## src/owtr_pkg.sv

```systemverilog
// Package for the single-wire temperature reader: shared types, command
// bytes, register indexes and small helper functions.
// No dependencies.
package owtr_pkg;

   // Bus sequencer phases.
   typedef enum logic [3:0] {
      PH_IDLE      = 4'd0,
      PH_RST_LOW   = 4'd1,
      PH_RST_REL   = 4'd2,
      PH_WR_LOW    = 4'd3,
      PH_WR_DATA   = 4'd4,
      PH_WR_REC    = 4'd5,
      PH_CONV_WAIT = 4'd6,
      PH_RD_LOW    = 4'd7,
      PH_RD_WAIT   = 4'd8,
      PH_RD_TAIL   = 4'd9
   } phase_type;

   localparam int CSR_INDEX_W = 3;
   localparam int CSR_DATA_W  = 20;
   localparam int TIMER_W     = 20;

   // Configuration register indexes.
   localparam logic [CSR_INDEX_W-1:0] REG_START_LOW     = 3'd0;
   localparam logic [CSR_INDEX_W-1:0] REG_RESET_LOW     = 3'd1;
   localparam logic [CSR_INDEX_W-1:0] REG_RESET_RELEASE = 3'd2;
   localparam logic [CSR_INDEX_W-1:0] REG_WRITE_DATA    = 3'd3;
   localparam logic [CSR_INDEX_W-1:0] REG_SLOT_RECOVERY = 3'd4;
   localparam logic [CSR_INDEX_W-1:0] REG_READ_SAMPLE   = 3'd5;
   localparam logic [CSR_INDEX_W-1:0] REG_READ_TAIL     = 3'd6;
   localparam logic [CSR_INDEX_W-1:0] REG_CONVERT_WAIT  = 3'd7;

   // Bus command bytes.
   localparam logic [7:0] CMD_SKIP_ROM     = 8'hCC;
   localparam logic [7:0] CMD_CONVERT      = 8'h44;
   localparam logic [7:0] CMD_READ_SCRATCH = 8'hBE;

   typedef struct packed {
      logic [3:0]         start_low_time;
      logic [9:0]         reset_low_time;
      logic [9:0]         reset_release_time;
      logic [9:0]         write_data_time;
      logic [9:0]         slot_recovery_time;
      logic [3:0]         read_sample_time;
      logic [9:0]         read_tail_time;
      logic [TIMER_W-1:0] convert_wait_time;
   } cfg_type;

   typedef struct packed {
      logic        drive_low;
      logic        busy_res;
      logic        done_res;
      logic [15:0] raw_reading;
      logic [15:0] tenths_degrees;
   } result_type;

   // Timer load for a phase of the given length; a zero length still
   // occupies one tick.
   function automatic logic [TIMER_W-1:0] enter_len(input logic [TIMER_W-1:0] len);
      enter_len = (len == '0) ? '0 : len - 1'b1;
   endfunction

   // Command byte sent in position idx of the command sequence.
   function automatic logic [7:0] cmd_byte(input logic [1:0] idx);
      case (idx)
         2'd0:    cmd_byte = CMD_SKIP_ROM;
         2'd1:    cmd_byte = CMD_CONVERT;
         2'd2:    cmd_byte = CMD_SKIP_ROM;
         2'd3:    cmd_byte = CMD_READ_SCRATCH;
         default: cmd_byte = CMD_SKIP_ROM;
      endcase
   endfunction

endpackage

```

## src/owtr_csr.sv

```systemverilog
// Configuration register file of the temperature reader.
// Depends on owtr_pkg for register indexes and the configuration struct.
module owtr_csr (
   input  logic                               clock,
   input  logic                               reset,
   input  logic                               csr_valid,
   output logic                               csr_ready,
   input  logic [owtr_pkg::CSR_INDEX_W-1:0]   csr_index,
   input  logic [owtr_pkg::CSR_DATA_W-1:0]    csr_data,
   output owtr_pkg::cfg_type                  cfg
);
   import owtr_pkg::*;

   cfg_type cfg_ff;
   cfg_type cfg_in;

   assign csr_ready = 1'b1;
   assign cfg       = cfg_ff;

   // Each write keeps only the low bits that fit its register.
   always_comb begin
      cfg_in = cfg_ff;
      if (csr_valid) begin
         case (csr_index)
            REG_START_LOW:     cfg_in.start_low_time     = csr_data[3:0];
            REG_RESET_LOW:     cfg_in.reset_low_time     = csr_data[9:0];
            REG_RESET_RELEASE: cfg_in.reset_release_time = csr_data[9:0];
            REG_WRITE_DATA:    cfg_in.write_data_time    = csr_data[9:0];
            REG_SLOT_RECOVERY: cfg_in.slot_recovery_time = csr_data[9:0];
            REG_READ_SAMPLE:   cfg_in.read_sample_time   = csr_data[3:0];
            REG_READ_TAIL:     cfg_in.read_tail_time     = csr_data[9:0];
            REG_CONVERT_WAIT:  cfg_in.convert_wait_time  = csr_data[TIMER_W-1:0];
            default:           cfg_in = cfg_ff;
         endcase
      end
   end

   always_ff @(posedge clock) begin
      if (reset) begin
         cfg_ff.start_low_time     <= 4'd1;
         cfg_ff.reset_low_time     <= 10'd600;
         cfg_ff.reset_release_time <= 10'd500;
         cfg_ff.write_data_time    <= 10'd30;
         cfg_ff.slot_recovery_time <= 10'd10;
         cfg_ff.read_sample_time   <= 4'd10;
         cfg_ff.read_tail_time     <= 10'd20;
         cfg_ff.convert_wait_time  <= '0;
      end else begin
         cfg_ff <= cfg_in;
      end
   end

endmodule

```

## src/owtr_core.sv

```systemverilog
// Bus sequencer of the temperature reader: phase state machine, tick timer,
// bit shifter and reading conversion, advanced by one tick per step.
// Depends on owtr_pkg.
module owtr_core (
   input  logic                  clock,
   input  logic                  reset,
   input  logic                  step,
   input  logic                  start_req,
   input  logic                  line_level,
   input  owtr_pkg::cfg_type     cfg,
   output owtr_pkg::result_type  result
);
   import owtr_pkg::*;

   phase_type          phase_ff,  phase_in;
   logic [TIMER_W-1:0] timer_ff,  timer_in;
   logic [2:0]         bit_ff,    bit_in;
   logic [2:0]         byte_ff,   byte_in;
   logic [7:0]         shift_ff,  shift_in;
   logic [7:0]         low_ff,    low_in;
   logic [15:0]        raw_ff,    raw_in;
   logic [15:0]        scaled_ff, scaled_in;
   logic               drive;
   logic               busy;
   logic               done;
   logic [18:0]        times5;

   always_comb begin
      phase_in  = phase_ff;
      timer_in  = timer_ff;
      bit_in    = bit_ff;
      byte_in   = byte_ff;
      shift_in  = shift_ff;
      low_in    = low_ff;
      raw_in    = raw_ff;
      scaled_in = scaled_ff;
      drive     = 1'b0;
      busy      = 1'b0;
      done      = 1'b0;
      times5    = {1'b0, raw_ff, 2'b00} + {3'b000, raw_ff} + 19'd4;

      if (step) begin
         if (phase_in == PH_IDLE && start_req) begin
            byte_in  = '0;
            bit_in   = '0;
            shift_in = '0;
            phase_in = PH_RST_LOW;
            timer_in = enter_len({10'd0, cfg.reset_low_time});
         end

         if (phase_in != PH_IDLE) begin
            busy = 1'b1;
            if (phase_in == PH_RST_LOW || phase_in == PH_WR_LOW || phase_in == PH_RD_LOW)
               drive = 1'b1;
            else if (phase_in == PH_WR_DATA)
               drive = ~shift_in[0];

            // Read bits arrive LSB first and enter at the top of the shifter.
            if (phase_in == PH_RD_WAIT && timer_in == '0)
               shift_in = {line_level, shift_in[7:1]};

            if (timer_in != '0) begin
               timer_in = timer_in - 1'b1;
            end else begin
               case (phase_in)
                  PH_RST_LOW: begin
                     phase_in = PH_RST_REL;
                     timer_in = enter_len({10'd0, cfg.reset_release_time});
                  end
                  PH_RST_REL: begin
                     shift_in = cmd_byte(byte_in[1:0]);
                     bit_in   = '0;
                     phase_in = PH_WR_LOW;
                     timer_in = enter_len({16'd0, cfg.start_low_time});
                  end
                  PH_WR_LOW: begin
                     phase_in = PH_WR_DATA;
                     timer_in = enter_len({10'd0, cfg.write_data_time});
                  end
                  PH_WR_DATA: begin
                     phase_in = PH_WR_REC;
                     timer_in = enter_len({10'd0, cfg.slot_recovery_time});
                  end
                  PH_WR_REC: begin
                     shift_in = {1'b0, shift_in[7:1]};
                     if (bit_in != 3'd7) begin
                        bit_in   = bit_in + 1'b1;
                        phase_in = PH_WR_LOW;
                        timer_in = enter_len({16'd0, cfg.start_low_time});
                     end else begin
                        bit_in  = '0;
                        byte_in = byte_in + 1'b1;
                        if (byte_in == 3'd2) begin
                           // Convert command sent: wait, or go straight to the
                           // second reset when no wait is set.
                           if (cfg.convert_wait_time != '0) begin
                              phase_in = PH_CONV_WAIT;
                              timer_in = enter_len(cfg.convert_wait_time);
                           end else begin
                              phase_in = PH_RST_LOW;
                              timer_in = enter_len({10'd0, cfg.reset_low_time});
                           end
                        end else if (byte_in >= 3'd4) begin
                           byte_in  = 3'd4;
                           shift_in = '0;
                           phase_in = PH_RD_LOW;
                           timer_in = enter_len({16'd0, cfg.start_low_time});
                        end else begin
                           shift_in = cmd_byte(byte_in[1:0]);
                           bit_in   = '0;
                           phase_in = PH_WR_LOW;
                           timer_in = enter_len({16'd0, cfg.start_low_time});
                        end
                     end
                  end
                  PH_CONV_WAIT: begin
                     phase_in = PH_RST_LOW;
                     timer_in = enter_len({10'd0, cfg.reset_low_time});
                  end
                  PH_RD_LOW: begin
                     phase_in = PH_RD_WAIT;
                     timer_in = enter_len({16'd0, cfg.read_sample_time});
                  end
                  PH_RD_WAIT: begin
                     phase_in = PH_RD_TAIL;
                     timer_in = enter_len({10'd0, cfg.read_tail_time});
                  end
                  PH_RD_TAIL: begin
                     if (bit_in != 3'd7) begin
                        bit_in   = bit_in + 1'b1;
                        phase_in = PH_RD_LOW;
                        timer_in = enter_len({16'd0, cfg.start_low_time});
                     end else if (byte_in == 3'd4) begin
                        low_in   = shift_in;
                        byte_in  = 3'd5;
                        bit_in   = '0;
                        shift_in = '0;
                        phase_in = PH_RD_LOW;
                        timer_in = enter_len({16'd0, cfg.start_low_time});
                     end else begin
                        // Tenths of a degree: floor((5 * raw + 4) / 8).
                        raw_in    = {shift_in, low_in};
                        times5    = {1'b0, raw_in, 2'b00} + {3'b000, raw_in} + 19'd4;
                        scaled_in = times5[18:3];
                        bit_in    = '0;
                        byte_in   = '0;
                        phase_in  = PH_IDLE;
                        timer_in  = '0;
                        done      = 1'b1;
                     end
                  end
                  default: begin
                     phase_in = PH_IDLE;
                     timer_in = '0;
                  end
               endcase
            end
         end
      end
   end

   assign result.drive_low      = drive;
   assign result.busy_res       = busy;
   assign result.done_res       = done;
   assign result.raw_reading    = raw_in;
   assign result.tenths_degrees = scaled_in;

   always_ff @(posedge clock) begin
      if (reset) begin
         phase_ff  <= PH_IDLE;
         timer_ff  <= '0;
         bit_ff    <= '0;
         byte_ff   <= '0;
         shift_ff  <= '0;
         low_ff    <= '0;
         raw_ff    <= '0;
         scaled_ff <= '0;
      end else begin
         phase_ff  <= phase_in;
         timer_ff  <= timer_in;
         bit_ff    <= bit_in;
         byte_ff   <= byte_in;
         shift_ff  <= shift_in;
         low_ff    <= low_in;
         raw_ff    <= raw_in;
         scaled_ff <= scaled_in;
      end
   end

endmodule

```

## src/onewire_temperature_reader_top.sv

```systemverilog
// Top level of the single-wire bus temperature reader.
// Depends on owtr_pkg, owtr_csr and owtr_core.
//
//   Channel   Direction  Handshake              Payload
//   req_      in         req_valid/req_ready    start_req, line_level (one bus tick)
//   rsp_      out        rsp_valid/rsp_ready    drive_low, busy_res, done_res,
//                                               raw_reading, tenths_degrees
//   csr_      in         csr_valid/csr_ready    csr_index, csr_data
//
// Each request transaction is one bus tick and yields exactly one response
// transaction. A tick is taken every clock cycle when the response side keeps
// up; each tick passes through the input register and then the output
// register. The sequencer state advances only when the input register holds a
// tick and the output register is free or being emptied in the same cycle, so
// a stalled response side simply holds everything in place. Reset is
// synchronous and active high; it empties both registers, puts the sequencer
// in idle and loads the configuration reset values. csr_ready is always high.
module onewire_temperature_reader_top (
   input  logic                               clock,
   input  logic                               reset,

   input  logic                               req_valid,
   output logic                               req_ready,
   input  logic                               req_start_req,
   input  logic                               req_line_level,

   output logic                               rsp_valid,
   input  logic                               rsp_ready,
   output logic                               rsp_drive_low,
   output logic                               rsp_busy_res,
   output logic                               rsp_done_res,
   output logic [15:0]                        rsp_raw_reading,
   output logic [15:0]                        rsp_tenths_degrees,

   input  logic                               csr_valid,
   output logic                               csr_ready,
   input  logic [owtr_pkg::CSR_INDEX_W-1:0]   csr_index,
   input  logic [owtr_pkg::CSR_DATA_W-1:0]    csr_data
);
   import owtr_pkg::*;

   cfg_type    cfg;
   result_type result;

   // Input register: one captured tick.
   logic       in_valid_ff, in_valid_in;
   logic       start_ff,    start_in;
   logic       line_ff,     line_in;

   // Output register: one finished response.
   logic       out_valid_ff, out_valid_in;
   result_type out_ff,       out_in;

   logic       step;

   // The tick in the input register is processed when the output register
   // can take its response this cycle.
   assign step      = in_valid_ff && (!out_valid_ff || rsp_ready);
   assign req_ready = !in_valid_ff || step;

   always_comb begin
      in_valid_in = in_valid_ff;
      start_in    = start_ff;
      line_in     = line_ff;
      if (req_ready) begin
         in_valid_in = req_valid;
         start_in    = req_start_req;
         line_in     = req_line_level;
      end

      out_valid_in = out_valid_ff;
      out_in       = out_ff;
      if (step) begin
         out_valid_in = 1'b1;
         out_in       = result;
      end else if (rsp_ready) begin
         out_valid_in = 1'b0;
      end
   end

   always_ff @(posedge clock) begin
      if (reset) begin
         in_valid_ff  <= 1'b0;
         out_valid_ff <= 1'b0;
      end else begin
         in_valid_ff  <= in_valid_in;
         out_valid_ff <= out_valid_in;
      end
   end

   always_ff @(posedge clock) begin
      start_ff <= start_in;
      line_ff  <= line_in;
      out_ff   <= out_in;
   end

   owtr_csr u_csr (
      .clock     (clock),
      .reset     (reset),
      .csr_valid (csr_valid),
      .csr_ready (csr_ready),
      .csr_index (csr_index),
      .csr_data  (csr_data),
      .cfg       (cfg)
   );

   owtr_core u_core (
      .clock      (clock),
      .reset      (reset),
      .step       (step),
      .start_req  (start_ff),
      .line_level (line_ff),
      .cfg        (cfg),
      .result     (result)
   );

   assign rsp_valid          = out_valid_ff;
   assign rsp_drive_low      = out_ff.drive_low;
   assign rsp_busy_res       = out_ff.busy_res;
   assign rsp_done_res       = out_ff.done_res;
   assign rsp_raw_reading    = out_ff.raw_reading;
   assign rsp_tenths_degrees = out_ff.tenths_degrees;

endmodule

```

## config.mk

```make
export PLATFORM = sky130hd
export DESIGN_NAME = onewire_temperature_reader_top
export DESIGN_NICKNAME = d
export VERILOG_FILES = /design/src/owtr_pkg.sv /design/src/owtr_csr.sv /design/src/owtr_core.sv /design/src/onewire_temperature_reader_top.sv
export SDC_FILE = /design/constraint.sdc
export NUM_CORES = 1
export LEC_CHECK = 0
export ABC_CLOCK_PERIOD_IN_PS = 17400
export BUFFER_PORTS_ARGS = -buffer_cell sky130_fd_sc_hd__buf_2
export CORE_MARGIN = 4
export CORE_UTILIZATION = 30
export DETAILED_ROUTE_END_ITERATION = 10
export PLACE_DENSITY = 0.53
export SYNTH_ARGS = -nofsm -noshare
export SYNTH_HDL_FRONTEND = slang
export SYNTH_HIERARCHICAL = 1
export SYNTH_SLANG_ARGS = --single-unit
```

## constraint.sdc

```tcl
create_clock -name clock -period 17.4 [get_ports clock]
set_input_delay 2.61 -clock clock [delete_from_list [all_inputs] [get_ports clock]]
set_output_delay 2.61 -clock clock [all_outputs]
set_load 0.01 [all_outputs]
```

Yosys cells after proc, flatten, opt, wreduce, memory -nomap -nowiden
Cells that the tools add are included.
Word-level totals
  register bits after elaboration: 195
  output and inout bits: 38
  input port bits: 30
Operators by class
  reductions and logical operators: 39
  bitwise logic cells: 5
  magnitude comparators: 1
  multiplexer cells: 78
  add/sub/neg operators: 13
  equality and inequality tests: 25
Operators by type and width (number)
  two-way mux 20 bit: 17
  two-way mux 16 bit: 12
  case mux 20 bit (9 select lines): 1
  two-way mux 8 bit: 12
  case mux 8 bit (3 select lines): 3
  subtractor 10 x 1 -> 11 bit, second input constant: 5
  two-way mux 3 bit: 17
  logical NOT 10 bit: 5
  logical NOT 20 bit: 2
  nonzero test 20 bit: 2
  subtractor 20 x 1 -> 20 bit, second input constant: 2
  case mux 4 bit (9 select lines): 1
  two-way mux 4 bit: 7
  adder 18 x 16 -> 19 bit: 1
  adder 19 x 3 -> 19 bit, second input constant: 1
  equality test 4 x 3 -> 1 bit, second input constant: 4
  AND reduction 2 bit: 8
  equality test 3 bit, second input constant: 5
  logical NOT 4 bit: 3
  case mux 3 bit (2 select lines): 2
  subtractor 4 x 1 -> 5 bit, second input constant: 2
  equality test 3 x 2 -> 1 bit, second input constant: 3
  equality test 2 bit, second input constant: 4
  equality test 4 x 2 -> 1 bit, second input constant: 2
  other kinds (19): 40

Longest topological paths before layout
  depth after elaboration: 17
  depth in mapped cells: 26
  mapped depth without buffers: 23

By module
Netlist, hierarchy kept.
Modules (own cells, without submodules)
  owtr_core: area an instance 7627.3 µm², cells an instance 1037, instances 1
  owtr_csr: area an instance 3186.8 µm², cells an instance 302, instances 1
  onewire_temperature_reader_top: area an instance 1204.9 µm², cells an instance 46, instances 1

Worst setup path before layout
No wires, ideal clock.
  path type: register -> register
  start: register u_core.phase_ff[0]
  end: register out_ff, in the netlist rsp_tenths_degrees[14] (data pin)
  buffers on the path: 6
  stages on the path, launching flop included: 26
  slack: 11.830 ns
  required time: 17.129 ns
  data arrival time: 5.299 ns
  path through: dfxtp_1 -> buf_2 -> nor4_4 -> nand2_2 -> buf_2 -> clkbuf_1 -> buf_1 -> clkbuf_1 -> a21oi_1 -> ha_1 -> o21ai_0 -> nor4_1 -> buf_2 -> a21boi_0 -> o21ai_1 -> inv_1 -> ha_1 -> ha_1 -> or4_1 -> a211oi_1 -> nor3_1 -> nor4_1 -> o21bai_1 -> a21o_1 -> nor4_1 -> a211oi_1
RTL lines
  from (decl): RTL line owtr_core.sv:15  | phase_type phase_ff, phase_in;
  from (signal assigned): RTL line owtr_core.sv:179  | phase_ff <= phase_in;
  to (signal assigned): RTL line onewire_temperature_reader_top.sv:94  | out_ff <= out_in;
  to (decl): RTL line onewire_temperature_reader_top.sv:52  | result_type out_ff, out_in;

==> run_results.csv <==
group,metric,value,unit
outcome,status,"completed",
floorplan,dieArea,43300,um^2
sta,period_minus_slack,6.45,ns
placement,hpwl,25.7,mm
floorplan,fp.dieW,208,um
sta,grt_setup_unrepaired,"no",
sta,clock.fmax,0.155,GHz
logic_synthesis,synth-edff-count,37,
global_routing,busiest_layer,"met2",
placement,gp_congestion,0.896,
global_routing,grt_util_met1,22.5,%
layout,multi_input_area,7190,um^2
clock_network,htreeDepth,4,
layout,synthToLayoutAreaGrowth,10.8,%
clock_network,clk_pin_slew,0.08,ns
routing,dr.first_iter.drc_count,884,
pwr,p_per_area,77.3,nW/um^2
sta,max_slew_margin,20.5,%
logic_synthesis,synth_area,12000,um^2
logic_synthesis,synth_cell_types,91,
logic_synthesis,synth_most_common_cell,"dfxtp_1",
layout,register_area,4270,um^2
clock_network,cts_resized,0,
routing,ant_nets,0,
layout,nets,1466,
global_routing,grt_use_met2,25.6,%
layout,fin_area,13300,um^2
routing,wl_per_cell,18.4,um
setup_path,critical_path.max_fanout,15,
setup_path,cpMostUsedCell,"ha_1",
sta,skew,0.0117,ns
pwr,vdd_ir_drop_max,0.0678,mV
global_routing,grt_util_all_layers,16.2,%
layout,num_antenna_cells,0,
setup_path,start_kind,"flop",
setup_path,slowest_delay,0.93,ns
routing,drc,0,
routing,vias_per_cell,5.37,
clock_network,cts_tree,"yes",
run,maxCapViolations,0,
routing,firstDrtPassIters,6,
floorplan,rows,73,
routing,dr_total_vias,10385,
sta,tns,0,ns
clock_network,clkLatencyLatePin,0.47,ns
clock_network,cts_max_path_buffers,2,
setup_path,cp.required,17.60,ns
clock_network,cts_hold_buf,0,
min_path,hold_path.class,"reg2reg",
min_path,hold_depth,2,
sta,hold_viol,0,
clock_network,numCtsBuffers,17,
floorplan,die_y,208,um
clock_network,cts-root-buf,"clkbuf_16",
logic_synthesis,ys_seq_elements,195,
global_routing,grt_max_degree,87,
clock_network,cts.sinks,195,
setup_path,cp-end-kind,"flop",
global_routing,grt_util_met3,2.49,%
logic_synthesis,seq_area_frac_synth,35.6,%
sta,fin_crit_sh,37.1,%
placement,numPortBuffers,66,
sta,finalMaxSlewViolations,0,
sta,finalSetupViolCount,0,
layout,nFillCells,4163,
placement,dpl_cell_area,12700,um^2
logic_synthesis,yosys-top-cells-count,"dfxtp_1, nor2_1, nand2_1, nand2b_1, mux2i_1",
logic_synthesis,syn_nets,1454,
floorplan,initial_core_util,30.3,%
routing,routed_wl,35.6,mm
logic_synthesis,netlist.area_leader.share,26.3,%
floorplan,core-area,39600,um^2
global_routing,antenna_found_initial,0,
logic_synthesis,async_flop_share,0,%
setup_path,cp_cell_sequence,"inv_1 > ha_1 > or3b_1 > nor3_4 > or2_2 > nor2_1 > a21oi_1 > ha_1 > o21ai_0 > or4_1 > nor3_2 > o21ai_1 > xnor2_1 > ha_1 > or4_1 > a211oi_1 > nor3_1 > nor4_1 > o21bai_1 > a21o_1 > nor4_1 > a211oi_1",
setup_path,rr_worst_depth,22,
setup_path,arrival,6.65,ns
global_routing,grt_remaining_overflow,0,
logic_synthesis,syn_area_per_cell,8.68,um^2
logic_synthesis,synth_top_cell_by_area,"dfxtp_1",
clock_network,cts_setup_buffers,0,
floorplan,io-pin-count,68,
logic_synthesis,synth_area_leaders,"dfxtp_1, edfxtp_1, mux2i_1",
setup_path,cp_slowest_cell,"or4_1",
logic_synthesis,ys.flop_type,"dfxtp_1",
layout,drive_gt1_share,11.1,%
setup_path,path_class,"reg2reg",
logic_synthesis,netlist_instances,1385,
global_routing,grt_pass1_wl,56.3,mm
logic_synthesis,synth_warnings,6,
pwr,p_leak,5.24,nW
global_routing,grt_pass1_vias,9999,
sta,worstMarginPinSlew,1.19,ns
==> routing by layer <==
metal	wire, um	up-vias
li1	-	5096
met3	1560	57
met5	0	-
met2	16300	258
met4	892	0
met1	16800	4974
==> metrics by stage <==
stage / total power [mW] / setup WS [ns] / cells / hold WS (ns) / util [%]
2_1_floorplan: 0.575 / 11.83 / 1385 / 0.440 / -
3_3_place_gp: 0.612 / 11.17 / 1903 / 0.446 / 32.0
3_5_place_dp: 0.613 / 11.04 / 1903 / 0.453 / 32.0
4_1_cts: 1.04 / 11.02 / 1935 / 0.464 / 33.6
5_1_grt: 1.07 / 10.37 / 1935 / 0.488 / 33.6
6_report: 1.03 / 10.95 / 1935 / 0.461 / 33.6
==> cell type report <==
type | count | share of cell area, %
well taps | 525 | 4.93
flip-flops and latches | 195 | 32.1
inverters | 44 | 1.24
repair buffers | 76 | 3.06
multi-input cells | 1063 | 54.0
clock buffers | 17 | 3.20
clock inverters | 15 | 1.47
==> state kept, by name, summed over array words and instances, names as in the netlist <==
name / cells
rsp_tenths_degrees: 16
rsp_busy_res: 1
u_core/raw_ff: 16
rsp_valid: 1
line_ff: 1
u_core/timer_ff: 20
u_core/byte_ff: 3
u_csr/cfg: 78
in_valid_ff: 1
u_core/bit_ff: 3
u_core/scaled_ff: 16
rsp_drive_low: 1
u_core/shift_ff: 8
rsp_raw_reading: 16
u_core/phase_ff: 4
start_ff: 1
rsp_done_res: 1
u_core/low_ff: 8
==> critical path, delay by kind of cell, from the launching register on <==
| family | cells | cell delay, ns |
|---|---|---|
| flops | 1 | 0.39 |
| simple gates | 10 | 3.63 |
| buf+inv | 1 | 0.11 |
| xor+xnor | 1 | 0.21 |
| compound gates | 7 | 1.22 |
| fa+ha+maj | 3 | 0.62 |
==> final timing paths <==
| path | startpoint | to | slack (ns) |
|---|---|---|---|
| max | u_csr/cfg[64]$_SDFFE_PP0P_ | rsp_tenths_degrees[14]$_DFFE_PP_ | 10.95 |
| min | u_core/raw_ff[12]$_SDFF_PP0_ | u_core/raw_ff[12]$_SDFF_PP0_ | 0.46 |
| max reg2reg | u_csr/cfg[64]$_SDFFE_PP0P_ | rsp_tenths_degrees[14]$_DFFE_PP_ | 10.95 |
| min reg2reg | u_core/raw_ff[12]$_SDFF_PP0_ | u_core/raw_ff[12]$_SDFF_PP0_ | 0.46 |
==> cells in the final DEF, fill, tap and decap left out, drive strengths merged, types with 7 or more instances in the layout <==
cell type	n
clkbuf	17
a21o	8
o31ai	12
nand4b	7
nand3b	7
a32oi	8
inv	50
ha	38
or3	10
xnor2	41
o21ai	82
mux2	19
nor4	23
o21a	9
a31oi	20
and2	24
dfxtp	158
o22ai	21
nand2	99
a211oi	19
mux2i	84
edfxtp	37
buf	76
nand3	31
o211ai	17
and3	15
a21boi	8
a2111oi	7
xor2	18
or4	16
nand2b	87
nor3	53
a21oi	74
nor2	111
==> where the power goes <==
part           switching, mW  internal (mW)  total (mW)  leakage [nW]
clock                  0.196          0.231       0.427         0.302
sequential            0.0101          0.471       0.481          1.61
combinational         0.0797         0.0425       0.122          3.33
==> cell families after synthesis <==
kind of cell | Yosys count | share of synthesized area [%]
compound gates | 342 | 18.7
xor+xnor | 59 | 4.30
fa+ha+maj | 39 | 4.12
buf+inv | 127 | 4.68
flops | 195 | 35.6
mux | 103 | 8.78
other cells | 1 | 0.0312
simple gates | 519 | 23.8
Note: power is estimated with default switching activity, not from simulation.
